$ cat src/rtl/wcc_pkg.sv
// shared constants and types for the waveform character classifier
package wcc_pkg;

   localparam int LEVEL_W    = 7;
   localparam int DELTA_W    = 8;
   localparam int MAX_FRAME  = 1024;
   localparam int IDX_W      = $clog2(MAX_FRAME);
   localparam int CNT_W      = IDX_W + 1;
   localparam int Q16_SHIFT  = 16;
   localparam int SCALE_SHIFT = 10;
   localparam int LINE_W     = 26;
   localparam int BAD_W      = CNT_W;

   localparam int NOISE_W    = 17;
   localparam int CLEAN_W    = 13;
   localparam int DIST_W     = 18;
   localparam int LINEAR_W   = 12;
   localparam int TRI_W      = 11;

   localparam int DIV_W      = DIST_W + SCALE_SHIFT;
   localparam int DIVISOR_W  = CNT_W;
   localparam int DIV_LANES  = 5;
   localparam int DIV_CNT_W  = $clog2(DIV_W + 1);

   localparam int CSR_IDX_W  = 3;
   localparam int CSR_DATA_W = 10;

   localparam logic [CSR_IDX_W-1:0] REG_NOISE_JUMP   = 3'd0;
   localparam logic [CSR_IDX_W-1:0] REG_SMOOTH_SLOPE = 3'd1;
   localparam logic [CSR_IDX_W-1:0] REG_DISTORTION   = 3'd2;
   localparam logic [CSR_IDX_W-1:0] REG_TRI_SPAN     = 3'd3;
   localparam logic [CSR_IDX_W-1:0] REG_TRI_DROP     = 3'd4;
   localparam logic [CSR_IDX_W-1:0] REG_LINE_TOL     = 3'd5;

   localparam logic [6:0] RST_NOISE_JUMP   = 7'd5;
   localparam logic [6:0] RST_SMOOTH_SLOPE = 7'd3;
   localparam logic [7:0] RST_DISTORTION   = 8'd3;
   localparam logic [9:0] RST_TRI_SPAN     = 10'd30;
   localparam logic [6:0] RST_TRI_DROP     = 7'd3;
   localparam logic [6:0] RST_LINE_TOL     = 7'd2;

   localparam logic [LEVEL_W-1:0] LEVEL_MID = 7'd50;
   localparam logic [LEVEL_W-1:0] LEVEL_TOP = 7'd100;
   localparam logic [CLEAN_W-1:0] CLEAN_STRONG = 13'd6;
   localparam logic [CLEAN_W-1:0] CLEAN_WEAK   = 13'd1;
   localparam logic [LINEAR_W-1:0] LINEAR_STEP = 12'd3;

   localparam int LANE_NOISE  = 0;
   localparam int LANE_CLEAN  = 1;
   localparam int LANE_DIST   = 2;
   localparam int LANE_LINEAR = 3;
   localparam int LANE_TRI    = 4;

   typedef logic [DIV_LANES-1:0][DIV_W-1:0] div_lanes_type;

   typedef struct packed {
      logic busy;
      logic done;
   } div_status_type;

endpackage

$ cat src/rtl/wcc_divider.sv
// multi-lane restoring divider with one shared divisor, one quotient bit per cycle
module wcc_divider (
   input  logic                   clock,
   input  logic                   reset,
   input  logic                   start,
   input  wcc_pkg::div_lanes_type dividend,
   input  logic [wcc_pkg::DIVISOR_W-1:0] divisor,
   output wcc_pkg::div_lanes_type quotient,
   output wcc_pkg::div_status_type status
);
   import wcc_pkg::*;

   div_lanes_type                         work_ff, work_in;
   logic [DIV_LANES-1:0][DIVISOR_W-1:0]  rem_ff, rem_in;
   logic [DIVISOR_W-1:0]                  dvs_ff, dvs_in;
   logic [DIV_CNT_W-1:0]                  cnt_ff, cnt_in;
   logic                                  done_ff, done_in;
   logic [DIVISOR_W:0]                    trial;

   always_comb begin
      work_in = work_ff;
      rem_in  = rem_ff;
      dvs_in  = dvs_ff;
      cnt_in  = cnt_ff;
      done_in = 1'b0;
      trial   = '0;
      if (start) begin
         work_in = dividend;
         rem_in  = '0;
         dvs_in  = divisor;
         cnt_in  = DIV_CNT_W'(DIV_W);
      end else if (cnt_ff != '0) begin
         for (int l = 0; l < DIV_LANES; l++) begin
            trial = {rem_ff[l], work_ff[l][DIV_W-1]};
            if (trial >= {1'b0, dvs_ff}) begin
               trial = trial - {1'b0, dvs_ff};
               work_in[l] = {work_ff[l][DIV_W-2:0], 1'b1};
            end else begin
               work_in[l] = {work_ff[l][DIV_W-2:0], 1'b0};
            end
            rem_in[l] = trial[DIVISOR_W-1:0];
         end
         cnt_in = cnt_ff - 1'b1;
         done_in = (cnt_ff == DIV_CNT_W'(1));
      end
   end

   always_ff @(posedge clock) begin
      if (reset) begin
         cnt_ff  <= '0;
         done_ff <= 1'b0;
      end else begin
         cnt_ff  <= cnt_in;
         done_ff <= done_in;
      end
      work_ff <= work_in;
      rem_ff  <= rem_in;
      dvs_ff  <= dvs_in;
   end

   assign quotient    = work_ff;
   assign status.busy = (cnt_ff != '0);
   assign status.done = done_ff;

endmodule

$ cat config.mk
export PLATFORM = sky130hd
export DESIGN_NAME = wcc_divider
export DESIGN_NICKNAME = d
export VERILOG_FILES = /design/src/rtl/wcc_pkg.sv /design/src/rtl/wcc_divider.sv
export SDC_FILE = /design/constraint.sdc
export NUM_CORES = 1
export LEC_CHECK = 0
export BUFFER_PORTS_ARGS = -buffer_cell sky130_fd_sc_hd__buf_2
export CORE_ASPECT_RATIO = 1.2
export CORE_MARGIN = 10
export CORE_UTILIZATION = 49
export DETAILED_ROUTE_END_ITERATION = 6
export PLACE_DENSITY = 0.83
export SYNTH_ARGS = -nofsm -noshare
export SYNTH_HDL_FRONTEND = slang
export SYNTH_SLANG_ARGS = --single-unit
export TNS_END_PERCENT = 10
$ cat constraint.sdc
create_clock -name clock -period 4.4 [get_ports clock]
set_input_delay 0.44 -clock clock [delete_from_list [all_inputs] [get_ports clock]]
set_output_delay 0.44 -clock clock [all_outputs]
set_load 0.005 [all_outputs]
==> key figures <==
Timing
  – Max transition margin: 0.328
  – Tmin final: 3.03 ns
  – Fin. Hold Viols: 0
  – Final worst-path cycle share: 0.688
  – Setup Total Neg Slack: 0 ns
  – Clock skew: approximately 0.015 ns
  – Final setup violation count: 0
  – Fmax: ~0.33 GHz
  – RSZ-0062 raised after global routing: no
  – Least-Margin Pin Slew: around 1 ns
  – Setup ws final: 1.37 ns
  – Final Max Slew Viols: 0

Cells and area
  – Fill cells: roughly 1900
  – FF+latch area: 5760 um^2
  – Area of the multi-input gates: 5610 um^2
  – Commonest non-fill, non-tap cell in the layout: buf_2
  – Final Net Count: between 1500 and 2000
  – Layout cell share with drive strength beyond 1: 0.378
  – Cell Count, Final, Fillers Out: ~1600
  – Final Util: 0.611
  – Area grow syn2layout: 22.2%
  – Most frequent cells in the layout: 294 x buf_2, 151 x edfxtp_1, 138 x mux2_2

Synthesis
  – Netlist cell types: between 50 and 60
  – Post-Syn Area per Cell: roughly 11 um^2
  – Post-synth EDFFs: approximately 150
  – Sequential share of the synthesized area: 0.493
  – Seq cells post-synth: between 200 and 250
  – Syn nets: 1244
  – Share of async-settable or async-resettable flops after synthesis: 0
  – Predominant post-synthesis flop cell: edfxtp_1
  – Post-Synthesis Cells: approximately 1000
  – Post-Syn Area: between 10000 and 15000 um^2
  – Synth Warn #: 0

Power
  – Worst VDD drop: about 0.4 mV
  – Leak: between 5 and 6 nW
  – PwrDens: around 570 nW/um^2
  – Pwr Total: just over 8 mW

Global route
  – Initial antenna violation count: 10
  – Global-route wire length before repair: about 55000 um
  – Number of global-route vias before repair: about 9900
  – Largest net degree at the start of global routing: approximately 110
  – Grt ovf: 0
  – Gr usage total: 0.222

Worst setup path
  – Flop2flop setup slack: about 1.4 ns
  – Worst-path fanout max: 12
  – Critical path arrival: ~3.4 ns
  – Crit end category: flip-flop
  – Worst path required time: 4.82 ns
  – CP Class: reg -> reg
  – Startpoint types: flip-flop

Drt
  – Detail Route Antenna Nets: 0
  – Vias/cell: roughly 5.9
  – Wire per inst: roughly 22 um
  – Residual DRC: 0
  – First-pass detailed-route iteration total: 5
  – DRT iter0 DRCs: ~700
  – WL final: between 30000 and 40000 um
  – Via count: just under 10000

Placement
  – Dpl ws: 1.51 ns
  – Dpl cells: 1597
  – DP Wirelength: about 26000 um
  – GPL Wtd Cong: slightly above 0.9
  – PortBufs: 295

Clocking
  – Clock sinks: 212
  – Reg clk slew, reported paths: 0.06 ns
  – CTS tree: built
  – Clock Latency Late Sink: 0.52 ns
  – H-tree lvl count: 1
  – Post-CTS Setup Bufs: 0
  – Largest buffer count on any clock path: 3
  – Post_cts resized: 0
  – Hold buffers post-CTS: 0
  – CTS buffer count: 24
  – Clk root buf: clkbuf_16

Status
  – Outcome: completed

Floorplan
  – I/O pin cnt: ~300
  – Die height: about 190 um
  – Initial Utilization: 0.500
  – Die W: roughly 160 um
  – Full die area: between 30000 and 40000 um^2
  – Core Footprint: 23400 um^2
  – Row count: 61

Worst hold path
  – Hold Crit Class: in -> reg

Run
  – Max_cap viols: 0
[synth_stat cells, drive strengths merged, types with 4 or more instances]
master,n,area (um^2)
edfxtp,151,4530
mux2,138,1550
nor2,80,300
dfxtp,61,1220
ha,57,713
o21ai,55,275
a21oi,45,225
nand2,43,161
clkbuf,38,143
inv,35,131
nand3,29,145
a311oi,28,245
nor3,25,125
o21a,24,195
nand4,18,113
a211oi,17,128
xnor2,14,123
nor2b,12,90.1
or3,12,75.1
xor2,12,105
nand2b,11,68.8
buf,9,42.5
o311ai,9,78.8
a21o,8,60.1
nor4,8,50.1
a31oi,7,43.8
o211ai,7,52.6
o21ba,6,60.1
or2,6,37.5
fa,5,100
o31a,5,43.8
o31ai,5,47.5
and2,4,25.0
and4,4,35.0
nand3b,4,30.0
o21bai,4,30.0
[sequential cells by signal, summed over array words and instances, names as in the netlist]
name	count
quotient	140
rem_ff	55
dvs_ff	11
cnt_ff	5
done_ff	1
[final timing paths]
path,start,to,cells past startpoint
max reg2reg,dvs_ff[5]$_DFFE_PP_,rem_ff[5]$_SDFFE_PP0P_,8
min reg2reg,rem_ff[18]$_SDFFE_PP0P_,rem_ff[18]$_SDFFE_PP0P_,2
max,dvs_ff[5]$_DFFE_PP_,rem_ff[5]$_SDFFE_PP0P_,8
min,divisor[4],dvs_ff[4]$_DFFE_PP_,1
[area by class of cell]
cell class              instances  area share
multi-input cells             733       0.393
clock buffers                  30      0.0458
well taps                     315      0.0276
diodes                          3    0.000526
inverters                      36     0.00982
flip-flops and latches        212       0.403
repair buffers                301       0.109
clock inverters                14      0.0111
[power breakdown]
| group | leakage [nW] | switching, mW | internal, mW |
|---|---|---|---|
| Sequential | 2.07 | 0.337 | 2.64 |
| Clock | 0.392 | 0.836 | 1.23 |
| Combinational | 3.47 | 1.74 | 1.32 |
[per-stage QoR]
stage | hold slack, ns | area, um^2
after floorplan | 0.458 | 11700
after global placement | 0.482 | 13500
after detailed placement | 0.498 | 13500
after CTS | 0.0803 | 14300
after global routing | 0.0850 | 14300
final | 0.0934 | 14300
[cell families (layout without fill, tap and decap cells)]
kind of cell               count (synthesis)  after routing  synth area share
and+or+nand+nor                          265            265             0.114
AOI/OAI and AO/OA                        239            239             0.141
DFF                                      212            212             0.493
muxes                                    141            141             0.136
buffers and inverters                     83            381            0.0274
adders and majority gates                 62             62            0.0696
xor gates and xnor gates                  26             26            0.0195
other                                      0              3                 0
[per-layer routing]
| metal | vias to the layer above | part of all wire | global-route usage |
|---|---|---|---|
| met3 | 95 | 0.096 | 0.0773 |
| met5 | - | 0.0030 | 0 |
| met4 | 16 | 0.031 | 0.0736 |
| met2 | 451 | 0.49 | 0.385 |
| met1 | 4691 | 0.38 | 0.251 |
| li1 | 4521 | - | - |
[critical path, cell delays in order, from the launching register on]
cell and delay (ns):
edfxtp_1 0.37, inv_1 0.27, ha_1 0.35, a21oi_1 0.20, o21ai_1 0.13, or2_2 0.30
o21ai_1 0.75, a221oi_1 0.22, nor4_1 0.33
Note: power is estimated with default switching activity, not from simulation.
